`src/hdl/mu8d_pkg.sv`:
```
// ----------------------------------------------------------------------------
// Modified UTF-8 decoder package
// Types, constants and the byte classifier shared by the decoder's files.
// ----------------------------------------------------------------------------
`default_nettype none

package mu8d_pkg;

    // Width of a decoded code point.
    localparam int CpW = 21;

    // Depth of the queue between the front and the back.
    localparam int QDepth = 4;
    localparam int QAw    = $clog2(QDepth);

    // The decode window holds up to five waiting bytes plus the new one.
    localparam int WinMax = 6;
    localparam int WinCw  = $clog2(WinMax + 1);

    // Pattern of a surrogate pair: ED A0-AF 80-BF ED B0-BF 80-BF.
    localparam logic [7:0] SupMask [WinMax] = '{8'hFF, 8'hF0, 8'hC0, 8'hFF, 8'hF0, 8'hC0};
    localparam logic [7:0] SupVal  [WinMax] = '{8'hED, 8'hA0, 8'h80, 8'hED, 8'hB0, 8'h80};

    // Role of a byte, judged from its upper nibble.
    typedef enum logic [2:0] {
        BC_ASCII,
        BC_CONT,
        BC_LEAD2,
        BC_LEAD3,
        BC_BAD
    } t_byte_class;

    // One classified item as it waits in the queue.
    typedef struct packed {
        logic [7:0]  data;
        logic        eos;
        t_byte_class cls;
    } t_qitem;

    // One slot of the decode window.
    typedef struct packed {
        logic [7:0]  data;
        t_byte_class cls;
    } t_witem;

    // Back-end sequencer states.
    typedef enum logic {
        BK_LOAD,
        BK_DECIDE
    } t_back_state;

    // Outcome of one decision at the head of the window.
    typedef struct packed {
        logic           wait_more;
        logic [2:0]     used;
        logic [CpW-1:0] cp;
        logic           bad;
    } t_decision;

    // Sort a raw byte by its upper nibble.
    function automatic t_byte_class classify(input logic [7:0] b);
        t_byte_class c;
        case (b[7:4]) inside
            [4'h0:4'h7]: c = BC_ASCII;
            [4'h8:4'hB]: c = BC_CONT;
            4'hC, 4'hD:  c = BC_LEAD2;
            4'hE:        c = BC_LEAD3;
            default:     c = BC_BAD;
        endcase
        return c;
    endfunction

endpackage

`default_nettype wire

```
`src/hdl/mu8d_if.sv`:
```
// ----------------------------------------------------------------------------
// Modified UTF-8 decoder channels
// Valid/ready channels for input bytes, queued items and decoded results.
// ----------------------------------------------------------------------------
`default_nettype none

// Input channel: one raw byte per item.
interface mu8d_in_if import mu8d_pkg::*; ();
    logic       valid;
    logic       ready;
    logic [7:0] in_byte;
    logic       end_of_string;

    modport source (output valid, in_byte, end_of_string, input ready);
    modport sink   (input valid, in_byte, end_of_string, output ready);
endinterface

// Internal channel: classified items from the front queue to the back.
interface mu8d_q_if import mu8d_pkg::*; ();
    logic   valid;
    logic   ready;
    t_qitem item;

    modport source (output valid, item, input ready);
    modport sink   (input valid, item, output ready);
endinterface

// Output channel: one decoded character per item.
interface mu8d_out_if import mu8d_pkg::*; ();
    logic           valid;
    logic           ready;
    logic [CpW-1:0] code_point;
    logic           malformed;
    logic           last_of_string;

    modport source (output valid, code_point, malformed, last_of_string, input ready);
    modport sink   (input valid, code_point, malformed, last_of_string, output ready);
endinterface

`default_nettype wire

```
`src/hdl/mu8d_front.sv`:
```
// ----------------------------------------------------------------------------
// Modified UTF-8 decoder front end
// Accepts input bytes, classifies them and holds them in a small queue.
// ----------------------------------------------------------------------------
`default_nettype none

module mu8d_front import mu8d_pkg::*; (
    input  wire           i_clk,
    input  wire           i_rst_n,
    mu8d_in_if.sink       i_in,
    mu8d_q_if.source      o_q
);

    t_qitem             r_mem [QDepth];
    logic [QAw-1:0]     r_wr_ptr;
    logic [QAw-1:0]     r_rd_ptr;
    logic [QAw:0]       r_cnt;
    logic [QAw-1:0]     n_wr_ptr;
    logic [QAw-1:0]     n_rd_ptr;
    logic [QAw:0]       n_cnt;
    logic               push;
    logic               pop;
    t_qitem             new_item;

    // Handshakes on both sides of the queue.
    assign i_in.ready = (r_cnt != (QAw + 1)'(QDepth));
    assign push       = i_in.valid && i_in.ready;
    assign o_q.valid  = (r_cnt != '0);
    assign o_q.item   = r_mem[r_rd_ptr];
    assign pop        = o_q.valid && o_q.ready;

    // Classify the byte as it enters.
    always_comb begin
        new_item.data = i_in.in_byte;
        new_item.eos  = i_in.end_of_string;
        new_item.cls  = classify(i_in.in_byte);
    end

    // Pointer and fill-count updates.
    always_comb begin
        n_wr_ptr = push ? r_wr_ptr + 1'b1 : r_wr_ptr;
        n_rd_ptr = pop ? r_rd_ptr + 1'b1 : r_rd_ptr;
        n_cnt    = r_cnt;
        if (push && !pop) begin
            n_cnt = r_cnt + 1'b1;
        end else if (pop && !push) begin
            n_cnt = r_cnt - 1'b1;
        end
    end

    // Queue control registers.
    always_ff @(posedge i_clk) begin
        if (!i_rst_n) begin
            r_wr_ptr <= '0;
            r_rd_ptr <= '0;
            r_cnt    <= '0;
        end else begin
            r_wr_ptr <= n_wr_ptr;
            r_rd_ptr <= n_rd_ptr;
            r_cnt    <= n_cnt;
        end
    end

    // Queue storage.
    always_ff @(posedge i_clk) begin
        if (push) begin
            r_mem[r_wr_ptr] <= new_item;
        end
    end

endmodule

`default_nettype wire

```
`src/hdl/mu8d_back.sv`:
```
// ----------------------------------------------------------------------------
// Modified UTF-8 decoder back end
// Loads queued bytes into the decode window and emits results from it.
// ----------------------------------------------------------------------------
`default_nettype none

module mu8d_back import mu8d_pkg::*; (
    input  wire           i_clk,
    input  wire           i_rst_n,
    mu8d_q_if.sink        i_q,
    mu8d_out_if.source    o_out
);

    t_witem [WinMax-1:0] r_win;
    t_witem [WinMax-1:0] n_win;
    logic [WinCw-1:0]    r_n;
    logic [WinCw-1:0]    n_n;
    logic                r_fin;
    logic                n_fin;
    t_back_state         r_state;
    t_back_state         n_state;
    logic                r_out_valid;
    logic                n_out_valid;
    logic [CpW-1:0]      r_out_cp;
    logic                r_out_bad;
    logic                r_out_last;

    t_witem [WinMax-1:0] wb;
    logic [WinMax-1:0]   have;
    t_decision           dec;
    logic                sup_stop;
    logic                sup_wait;
    logic                load;
    logic                emit;
    logic                slot_free;
    logic [WinCw-1:0]    left;

    // Window view in which slots past the fill read as a zero byte.
    always_comb begin
        for (int k = 0; k < WinMax; k++) begin
            have[k] = (WinCw'(k) < r_n);
            wb[k]   = have[k] ? r_win[k] : t_witem'{data: 8'h00, cls: BC_ASCII};
        end
    end

    // Decide the sequence at the head of the window.
    always_comb begin
        sup_stop = 1'b0;
        sup_wait = 1'b0;
        dec      = '0;
        for (int k = 0; k < WinMax; k++) begin
            if (!sup_stop) begin
                if (!have[k] && !r_fin) begin
                    sup_wait = 1'b1;
                    sup_stop = 1'b1;
                end else if ((wb[k].data & SupMask[k]) != SupVal[k]) begin
                    sup_stop = 1'b1;
                end
            end
        end
        if (sup_wait) begin
            dec.wait_more = 1'b1;
        end else if (!sup_stop) begin
            // Surrogate pair: 0x10000 plus the twenty payload bits.
            dec.cp   = {({1'b0, wb[1].data[3:0]} + 5'd1), wb[2].data[5:0],
                        wb[4].data[3:0], wb[5].data[5:0]};
            dec.used = 3'd6;
        end else begin
            dec.cp   = {13'b0, wb[0].data};
            dec.used = 3'd1;
            case (wb[0].cls)
                BC_ASCII: begin
                    dec.bad = 1'b0;
                end
                BC_LEAD2: begin
                    if (!have[1] && !r_fin) begin
                        dec.wait_more = 1'b1;
                    end else if (wb[1].cls == BC_CONT) begin
                        dec.cp   = {10'b0, wb[0].data[4:0], wb[1].data[5:0]};
                        dec.used = 3'd2;
                    end else begin
                        dec.bad = 1'b1;
                    end
                end
                BC_LEAD3: begin
                    if (!have[1] && !r_fin) begin
                        dec.wait_more = 1'b1;
                    end else if (wb[1].cls == BC_CONT) begin
                        if (!have[2] && !r_fin) begin
                            dec.wait_more = 1'b1;
                        end else if (wb[2].cls == BC_CONT) begin
                            dec.cp   = {5'b0, wb[0].data[3:0], wb[1].data[5:0],
                                        wb[2].data[5:0]};
                            dec.used = 3'd3;
                        end else begin
                            dec.bad = 1'b1;
                        end
                    end else begin
                        dec.bad = 1'b1;
                    end
                end
                default: begin
                    dec.bad = 1'b1;
                end
            endcase
        end
    end

    assign slot_free = !r_out_valid || o_out.ready;
    assign left      = r_n - WinCw'(dec.used);

    // Sequencer outputs.
    always_comb begin
        i_q.ready = 1'b0;
        load      = 1'b0;
        emit      = 1'b0;
        case (r_state)
            BK_LOAD: begin
                i_q.ready = 1'b1;
                load      = i_q.valid;
            end
            BK_DECIDE: begin
                emit = !dec.wait_more && slot_free;
            end
            default: begin
                i_q.ready = 1'b0;
            end
        endcase
    end

    // Sequencer next state.
    always_comb begin
        n_state = r_state;
        case (r_state)
            BK_LOAD: begin
                if (i_q.valid) begin
                    n_state = BK_DECIDE;
                end
            end
            BK_DECIDE: begin
                if (dec.wait_more) begin
                    n_state = BK_LOAD;
                end else if (emit && (left == '0)) begin
                    n_state = BK_LOAD;
                end
            end
            default: begin
                n_state = BK_LOAD;
            end
        endcase
    end

    // Window contents, fill and end-of-string flag.
    always_comb begin
        n_win = r_win;
        n_n   = r_n;
        n_fin = r_fin;
        if (load) begin
            n_win[r_n[2:0]] = '{data: i_q.item.data, cls: i_q.item.cls};
            n_n             = r_n + 1'b1;
            n_fin           = i_q.item.eos;
        end else if (emit) begin
            n_n = left;
            case (dec.used)
                3'd1:    n_win = r_win >> $bits(t_witem);
                3'd2:    n_win = r_win >> (2 * $bits(t_witem));
                3'd3:    n_win = r_win >> (3 * $bits(t_witem));
                default: n_win = r_win;
            endcase
        end
    end

    // Output register valid.
    always_comb begin
        n_out_valid = r_out_valid;
        if (emit) begin
            n_out_valid = 1'b1;
        end else if (o_out.ready) begin
            n_out_valid = 1'b0;
        end
    end

    // Control registers.
    always_ff @(posedge i_clk) begin
        if (!i_rst_n) begin
            r_state     <= BK_LOAD;
            r_n         <= '0;
            r_fin       <= 1'b0;
            r_out_valid <= 1'b0;
        end else begin
            r_state     <= n_state;
            r_n         <= n_n;
            r_fin       <= n_fin;
            r_out_valid <= n_out_valid;
        end
    end

    // Window and result payload.
    always_ff @(posedge i_clk) begin
        r_win <= n_win;
        if (emit) begin
            r_out_cp   <= dec.cp;
            r_out_bad  <= dec.bad;
            r_out_last <= r_fin && (left == '0);
        end
    end

    assign o_out.valid          = r_out_valid;
    assign o_out.code_point     = r_out_cp;
    assign o_out.malformed      = r_out_bad;
    assign o_out.last_of_string = r_out_last;

endmodule

`default_nettype wire

```
`src/hdl/modified_utf8_decoder_top.sv`:
```
// A streaming decoder for modified UTF-8: each input item is one byte, and
// each result item is one character with a malformed flag and a flag on the
// last result of a string. A front end classifies bytes into a four-entry
// queue; the back end moves a byte into its six-byte decode window in its
// load state and then, in its decision state, either emits a result or finds
// that the head of the window still needs bytes and goes back to loading.
// Each further result from the same byte, as in a fallback burst or an
// end-of-string flush, needs a decision of its own before the next byte is
// loaded. A stalled output holds the back end while the queue keeps taking
// bytes until it is full.
// ----------------------------------------------------------------------------
// Modified UTF-8 decoder top level
// Connects the classifying front end, its queue and the decoding back end.
// ----------------------------------------------------------------------------
`default_nettype none

module modified_utf8_decoder_top import mu8d_pkg::*; (
    input  wire           i_clk,
    input  wire           i_rst_n,
    mu8d_in_if.sink       i_in,
    mu8d_out_if.source    o_out
);

    // Channel between the front queue and the back end.
    mu8d_q_if u_q ();

    // Front end: accept and classify bytes.
    mu8d_front u_front (
        .i_clk   (i_clk),
        .i_rst_n (i_rst_n),
        .i_in    (i_in),
        .o_q     (u_q)
    );

    // Back end: decode the window and deliver results.
    mu8d_back u_back (
        .i_clk   (i_clk),
        .i_rst_n (i_rst_n),
        .i_q     (u_q),
        .o_out   (o_out)
    );

endmodule

`default_nettype wire

```
`src/flat_wrapper.sv`:
```
// flat-port wrapper written by rule: the top's interface ports become plain ports
module modified_utf8_decoder_top_flat import mu8d_pkg::*;
  (i_clk, i_rst_n, i_in_valid, i_in_in_byte, i_in_end_of_string, i_in_ready, o_out_valid, o_out_code_point, o_out_malformed, o_out_last_of_string, o_out_ready);
  mu8d_in_if i_in_i ();
  mu8d_out_if o_out_i ();
  input  wire i_clk;
  input  wire i_rst_n;
  input wire logic [$bits(i_in_i.valid)-1:0] i_in_valid;
  input wire logic [$bits(i_in_i.in_byte)-1:0] i_in_in_byte;
  input wire logic [$bits(i_in_i.end_of_string)-1:0] i_in_end_of_string;
  output wire logic [$bits(i_in_i.ready)-1:0] i_in_ready;
  output wire logic [$bits(o_out_i.valid)-1:0] o_out_valid;
  output wire logic [$bits(o_out_i.code_point)-1:0] o_out_code_point;
  output wire logic [$bits(o_out_i.malformed)-1:0] o_out_malformed;
  output wire logic [$bits(o_out_i.last_of_string)-1:0] o_out_last_of_string;
  input wire logic [$bits(o_out_i.ready)-1:0] o_out_ready;
  assign i_in_i.valid = i_in_valid;
  assign i_in_i.in_byte = i_in_in_byte;
  assign i_in_i.end_of_string = i_in_end_of_string;
  assign i_in_ready = i_in_i.ready;
  assign o_out_valid = o_out_i.valid;
  assign o_out_code_point = o_out_i.code_point;
  assign o_out_malformed = o_out_i.malformed;
  assign o_out_last_of_string = o_out_i.last_of_string;
  assign o_out_i.ready = o_out_ready;
  modified_utf8_decoder_top u_core (.i_clk(i_clk), .i_rst_n(i_rst_n), .i_in(i_in_i), .o_out(o_out_i));
endmodule
```
`config.mk`:
```
export PLATFORM = sky130hd
export DESIGN_NAME = modified_utf8_decoder_top_flat
export DESIGN_NICKNAME = d
export VERILOG_FILES = /design/src/hdl/mu8d_pkg.sv /design/src/hdl/mu8d_if.sv /design/src/hdl/mu8d_front.sv /design/src/hdl/mu8d_back.sv /design/src/hdl/modified_utf8_decoder_top.sv /design/src/flat_wrapper.sv
export SDC_FILE = /design/constraint.sdc
export NUM_CORES = 1
export LEC_CHECK = 0
export BUFFER_PORTS_ARGS = -buffer_cell sky130_fd_sc_hd__buf_2
export CAP_MARGIN = 30
export CORE_MARGIN = 1.5
export CORE_UTILIZATION = 23
export DETAILED_ROUTE_END_ITERATION = 16
export PLACE_DENSITY = 0.49
export SYNTH_ARGS = -nofsm -noshare
export SYNTH_HDL_FRONTEND = slang
export SYNTH_SLANG_ARGS = --single-unit
```
`constraint.sdc`:
```
create_clock -name i_clk -period 10.6 [get_ports i_clk]
set_clock_uncertainty 0.2 [all_clocks]
set_input_delay 1.06 -clock i_clk [delete_from_list [all_inputs] [get_ports i_clk]]
set_output_delay 1.06 -clock i_clk [all_outputs]
set_load 0.01 [all_outputs]
```
* Word-level counts from Yosys, hierarchy flattened *
Memory sizes are Yosys's and may differ from the RTL's. A register that Yosys moved wholly into a read port is not among the register bits.
Cells that the tools add are included.

storage, ports and cells
  input port bits = 13
  memories = 1
  bits in read-only memories = 0
  word-level logic and storage cells = 184
  register bits after elaboration = 102
  bits in latches = 0
  bits in writable memories = 48

cells by class
  $lt $le $gt $ge = 12
  mux-type cells = 85
  equal/unequal tests = 17
  div/mod/pow operators = 0
  add/sub/neg operators = 7
  multipliers = 0
  shifts and indexed selects = 0
  bitwise logic cells = 2
  reductions and logical operators = 38

memories
  name                  depth  width  read ports  clocked after memory_dff  wr ports  line              RTL
  u_core.u_front.r_mem  4      12     1           1                         1         mu8d_front.sv:14  t_qitem r_mem [QDepth];

operators by type and width
  operator               number
  $mux W25               9
  $pmux W66 S3           1
  $mux W66               2
  $mux W11               7
  $bwmux W66             1
  $pmux W25 S2           1
  $mux W24               2
  $mux W1                47
  $mux W23               2
  $demux W11 S3          1
  $mux W3                8
  $logic_and A1 B1 Y1    16
  $ne A8 B8 Y1 const B   2
  $eq A3 B2 Y1 const B   4
  $eq A4 B4 Y1 const B   3
  $logic_not A1 Y1       11
  $eq A3 B1 Y1 const B   3
  $ne A4 B4 Y1 const B   2
  $add A3 B1 Y3 const B  2
  $logic_not A3 Y1       2
  $lt A1 B3 Y1 const A   2
  $lt A2 B3 Y1 const A   2
  $lt A3 B3 Y1 const A   2
  $reduce_bool A2 Y1     3
  21 further kinds       26

* Logic depth before layout (Yosys ltp) *
  depth after elaboration = 27
  depth in mapped cells = 14
  gate-level depth less buffers = 10

* Modules after synthesis *
Synthesis repeated with hierarchy kept, for this count alone.

second synthesis, totals
  cell total of the unflattened synthesis = 640
  area total of the unflattened synthesis = 7643.6 um2

modules (own cells, without submodules)
  module      sequential area each (um2)  cells each  area an instance (um2)  instances
  mu8d_back   2792.7                      524         5342.6                  1
  mu8d_front  1621.6                      116         2301.0                  1

* Least setup slack after synthesis *
OpenSTA, ideal clock, no wires.

  kind = input port to flip-flop
  start point = in o_out_ready
  end point = reg u_core.u_back.r_n[0]
  setup time = 0.115 ns
  required time = 10.285 ns
  path slack = 6.604 ns
  arrival time = 3.681 ns
  buffers on the path = 0
  stages on the path = 5
  cell sequence = nand2b_1 -> o311ai_0 -> nor3_1 -> mux2i_1 -> o21a_1

on the way
  cells in the longest elaborated chain, start to end = 4

RTL lines
  item                                 line                RTL
  start: declaration                   flat_wrapper.sv:16  input wire logic [$bits(o_out_i.ready)-1:0] o_out_ready;
  $logic_or A1 B1 Y1                   mu8d_back.sv:109    assign slot_free = !r_out_valid || o_out.ready;
  $logic_and A1 B1 Y1                  mu8d_back.sv:123    emit = !dec.wait_more && slot_free;
  $mux W1                              mu8d_back.sv:117    case (r_state)
  net u_core.u_back.emit               mu8d_back.sv:34     logic emit;
  $reduce_bool A2 Y1 (no source line)  -
  end signal: assignment               mu8d_back.sv:192    r_n <= n_n;
  end: declaration                     mu8d_back.sv:16     logic [WinCw-1:0] r_n;

The timed path passes the listed nets, and every way through them passes these cells.
A chain may end at the register's enable or synchronous reset.

* Final worst setup path *
  start point = reg u_core.u_back.r_n[2]
  end point = reg u_core.u_back.r_n[2]

on the way
  cells in the longest elaborated chain, start to end = 19

RTL lines
  item
  branches (longest 19 deep; another with $lt A2 B3 Y1)

Parallel ways; which one is timed is not known. The select of a mux whose other input is x is not followed.

==> flow_summary.yaml <==
status:
  status: "finished clean"
yosys:
  ys.flop_type: "edfxtp_1"
  avgSynthCellArea_sq_um: 11.9
  synthAdderAreaFrac_pct: 2.05
  ys_types: 63
  synth.area.top_cells: "edfxtp_1 (55%), nand2_1 (6.5%), dfxtp_1 (4.0%), mux4_2 (3.6%), a222oi_1 (2.1%)"
  synth_top_family_by_area: "simple AND/OR/NAND/NOR gates"
  synth-edff-count: 137
  synth-async-reset-ratio_pct: 0
  yosysMostFrequentCell: "edfxtp_1"
  synth_compound_area_share_pct: 15.0
  synthMuxAreaShare_pct: 4.02
  synth_xor_area_share_pct: 1.06
  synth_top_cell_by_area: "edfxtp_1"
  postSynthCellCount: 627
  netlist_area_sq_um: 7460
  synth_seq_cells: 152
  ys_seq_area_share_pct: 59.1
  ys_warn_count: 0
  synth_top_cell_area_share_pct: 55.1
  synth.net_count: 651
  synthSimpleGateAreaFrac_pct: 15.1
  yosys-top-cells-count: "edfxtp_1 (137), nand2_1 (129), clkbuf_1 (31)"
grt:
  antenna_found_initial: 0
  grt_max_degree: 45
  track_usage_pct: 12.3
  grt_pass1_wl_um: 31300
  overflow: 0
  grt_pass1_vias: 5098
route:
  drt-pass1-iter-count: 5
  drt-met1-wl_um: 9670
  avgRoutedWirePerCell_um: 18.7
  via_count: 5324
  wl_met3_um: 1320
  routed_wirelength_um: 19900
  drc_errors: 0
  dr_wl_met2_um: 8740
  ant_nets: 0
  top_layer: "met4"
  viasPerCell: 5.01
  drt_iter0_drc: 741
clocking:
  clock-root-buffer: "clkbuf_16"
  cts_buffer_depth: 2
  clock_latency_ns: 0.44
  path_clk_slew_ns: 0.07
  cts_hold_buf: 0
  cts_tree: "built"
  cts.sinks: 152
  htreeDepth: 4
  cts.repair.resized: 0
  cts_buffers: 17
  cts_setup_buffers: 0
sta:
  fin_crit_ns: 4.63
  final.setup.tns_ns: 0
  min_period_over_period_pct: 43.7
  max_freq_mhz: 216
  setup_violations: 0
  slew_violations: 0
  relSlewSlack_pct: 32.7
  rsz0062_at_grt: "no"
  hold_viol_final: 0
  worst_slew_pin_slew_ns: 1.01
  post-route-worst-setup-slack_ns: 5.97
critical_path:
  critical_path_buf_inv_count: 0
  crit_family: "simple AND/OR/NAND/NOR gates"
  rr_endpoint: "u_core.u_back.r_n[2]$_SDFFE_PN0N_"
  reg2regPathDepth: 10
  crit_path_end_kind: "flip-flop"
  path_cells: "or2_1 -> a211o_1 -> a2111oi_4 -> or2_1 -> nor2_1 -> ha_1 -> fa_1 -> xnor2_1 -> nand3_1 -> a221oi_1"
  r2r-start: "u_core.u_back.r_n[2]$_SDFFE_PN0N_"
  r2r_setup_slack_ns: 5.97
  crit_path_start_kind: "flip-flop"
  crit_fanout: 23
  worstPathRequired_ns: 10.74
  cp.arrival_ns: 4.77
  slowest_stage: "or2_1"
  crit_top_cell: "or2_1"
  worst-setup-path-type: "reg -> reg"
  slowest_delay_ns: 0.87
die:
  die_w_um: 183
  io_pins: 38
  core_sq_um: 31700
  start_util_pct: 23.5
  die_h_um: 183
  die-area_sq_um: 33500
  row_count: 65
cells_and_area:
  diodes: 0
  area_delta_synth_final_pct: 16.7
  fin_cells: 1062
  fin_nets: 671
  final_area_sq_um: 8710
  drive_gt1_share_pct: 15.3
min_path:
  hold_start: "u_core.u_front.r_cnt[2]$_SDFFE_PN0P_"
  holdPathEnd: "u_core.u_front.r_cnt[2]$_SDFFE_PN0P_"
  hold_path.class: "reg -> reg"
  min_path_cells: 2
placed_design:
  dp_hpwl_um: 13600
  place_ws_ns: 6.06
  io_buffers: 37
  dp.cells: 1030
  gp_congestion: 0.822
  place_area_sq_um: 8040
power:
  power_density_nw_per_um2: 291
  max-vdd-ir-drop_mv: 0.100
  power_w: 0.00254
  leakage_nw: 2.99
flow_run:
  max-cap-violations: 0
worst max-delay path by stage:
stage | startpoint | to | slack [ns] | cells after the start
finish | u_core.u_back.r_n[2]$_SDFFE_PN0N_ | u_core.u_back.r_n[2]$_SDFFE_PN0N_ | 5.97 | 10
global route | u_core.u_back.r_n[2]$_SDFFE_PN0N_ | u_core.u_back.r_n[2]$_SDFFE_PN0N_ | 5.60 | 10
CTS | u_core.u_back.r_n[2]$_SDFFE_PN0N_ | u_core.u_back.r_n[2]$_SDFFE_PN0N_ | 6.00 | 10
detailed placement | u_core.u_back.r_n[2]$_SDFFE_PN0N_ | u_core.u_back.r_n[2]$_SDFFE_PN0N_ | 6.06 | 10
global placement | u_core.u_back.r_n[2]$_SDFFE_PN0N_ | u_core.u_back.r_n[2]$_SDFFE_PN0N_ | 6.12 | 10
floorplan | o_out_ready | u_core.u_back.r_n[0]$_SDFFE_PN0N_ | 6.60 | 5
kinds of logic (layout without fill, tap and decap cells):
family                   count (synthesis)  after routing
adder cells (fa/ha/maj)                 11             11
flip-flops                             152            152
AO/OA/AOI/OAI                          142            142
XOR/XNOR                                 9              9
AND/OR/NAND/NOR                        237            237
buffers and inverters                   61             94
multiplexers                            15             15
where the power goes:
group          switching [W]  internal [W]  total [W]
Sequential          0.000176      0.000904    0.00108
Combinational       0.000487      0.000270   0.000757
Clock               0.000275      0.000429   0.000704
state kept, by name (all words and copies together) (netlist names), named ones only:
register,cells
u_core.u_back.r_win,66
u_core.u_front.r_mem,48
u_core.u_back.o_out.code_point,21
u_core.u_back.r_n,3
u_core.u_front.r_cnt,3
u_core.u_front.r_rd_ptr,2
u_core.u_front.r_wr_ptr,2
u_core.u_back.o_out.last_of_string,1
u_core.u_back.o_out.malformed,1
u_core.u_back.o_out.valid,1
u_core.u_back.r_fin,1
u_core.u_back.r_state,1
per-layer routing:
metal  GRT usage (%)  vias to the layer above
met3            3.24                       18
met2            17.9                      229
li1                -                     2472
met5               0                        -
met4            3.31                        0
met1            17.9                     2605
layout make-up:
| class | count | area (sq um) |
|---|---|---|
| Fill cell | 3318 | 23000 |
| Inverter | 14 | 52.6 |
| Clock buffer | 17 | 425 |
| Multi-Input combinational cell | 414 | 2800 |
| Sequential cell | 152 | 4410 |
| Clock inverter | 15 | 253 |
| Tap cell | 402 | 503 |
| Timing Repair Buffer | 48 | 268 |
worst register-to-register path: stages (launching register included):
cell,delay (ns)
dfxtp_1,0.51
or2_1,0.48
a211o_1,0.36
a2111oi_4,0.71
or2_1,0.87
nor2_1,0.14
ha_1,0.24
fa_1,0.41
xnor2_1,0.24
nand3_1,0.11
a221oi_1,0.28
cell usage in the layout, fill, tap and decap left out, drive strengths merged, types with 4 or more instances in the layout:
cell type | Yosys | routed
edfxtp | 137 | 137
nand2 | 129 | 129
buf | 16 | 48
a21oi | 26 | 26
nor2 | 24 | 24
inv | 14 | 22
nor3 | 20 | 20
clkbuf | 31 | 17
a222oi | 16 | 16
o21ai | 15 | 15
dfxtp | 15 | 15
a22o | 13 | 13
mux4 | 12 | 12
a221o | 12 | 12
a22oi | 11 | 11
nand3 | 11 | 11
ha | 9 | 9
and3 | 8 | 8
a32oi | 8 | 8
nand4 | 7 | 7
a21o | 6 | 6
xor2 | 6 | 6
and2 | 5 | 5
and4 | 5 | 5
bufinv | 0 | 5
or3 | 4 | 4
nand2b | 4 | 4
o22a | 4 | 4
o221ai | 4 | 4
a221oi | 4 | 4
through the flow:
| stage | hold WS (ns) | util (%) |
|---|---|---|
| after floorplan | 0.272 | - |
| after global placement | 0.295 | 25.3 |
| after detailed placement | 0.299 | 25.3 |
| after CTS | 0.310 | 27.5 |
| after global routing | 0.338 | 27.5 |
| final | 0.314 | 27.5 |
(Power assumes the default switching activity.)
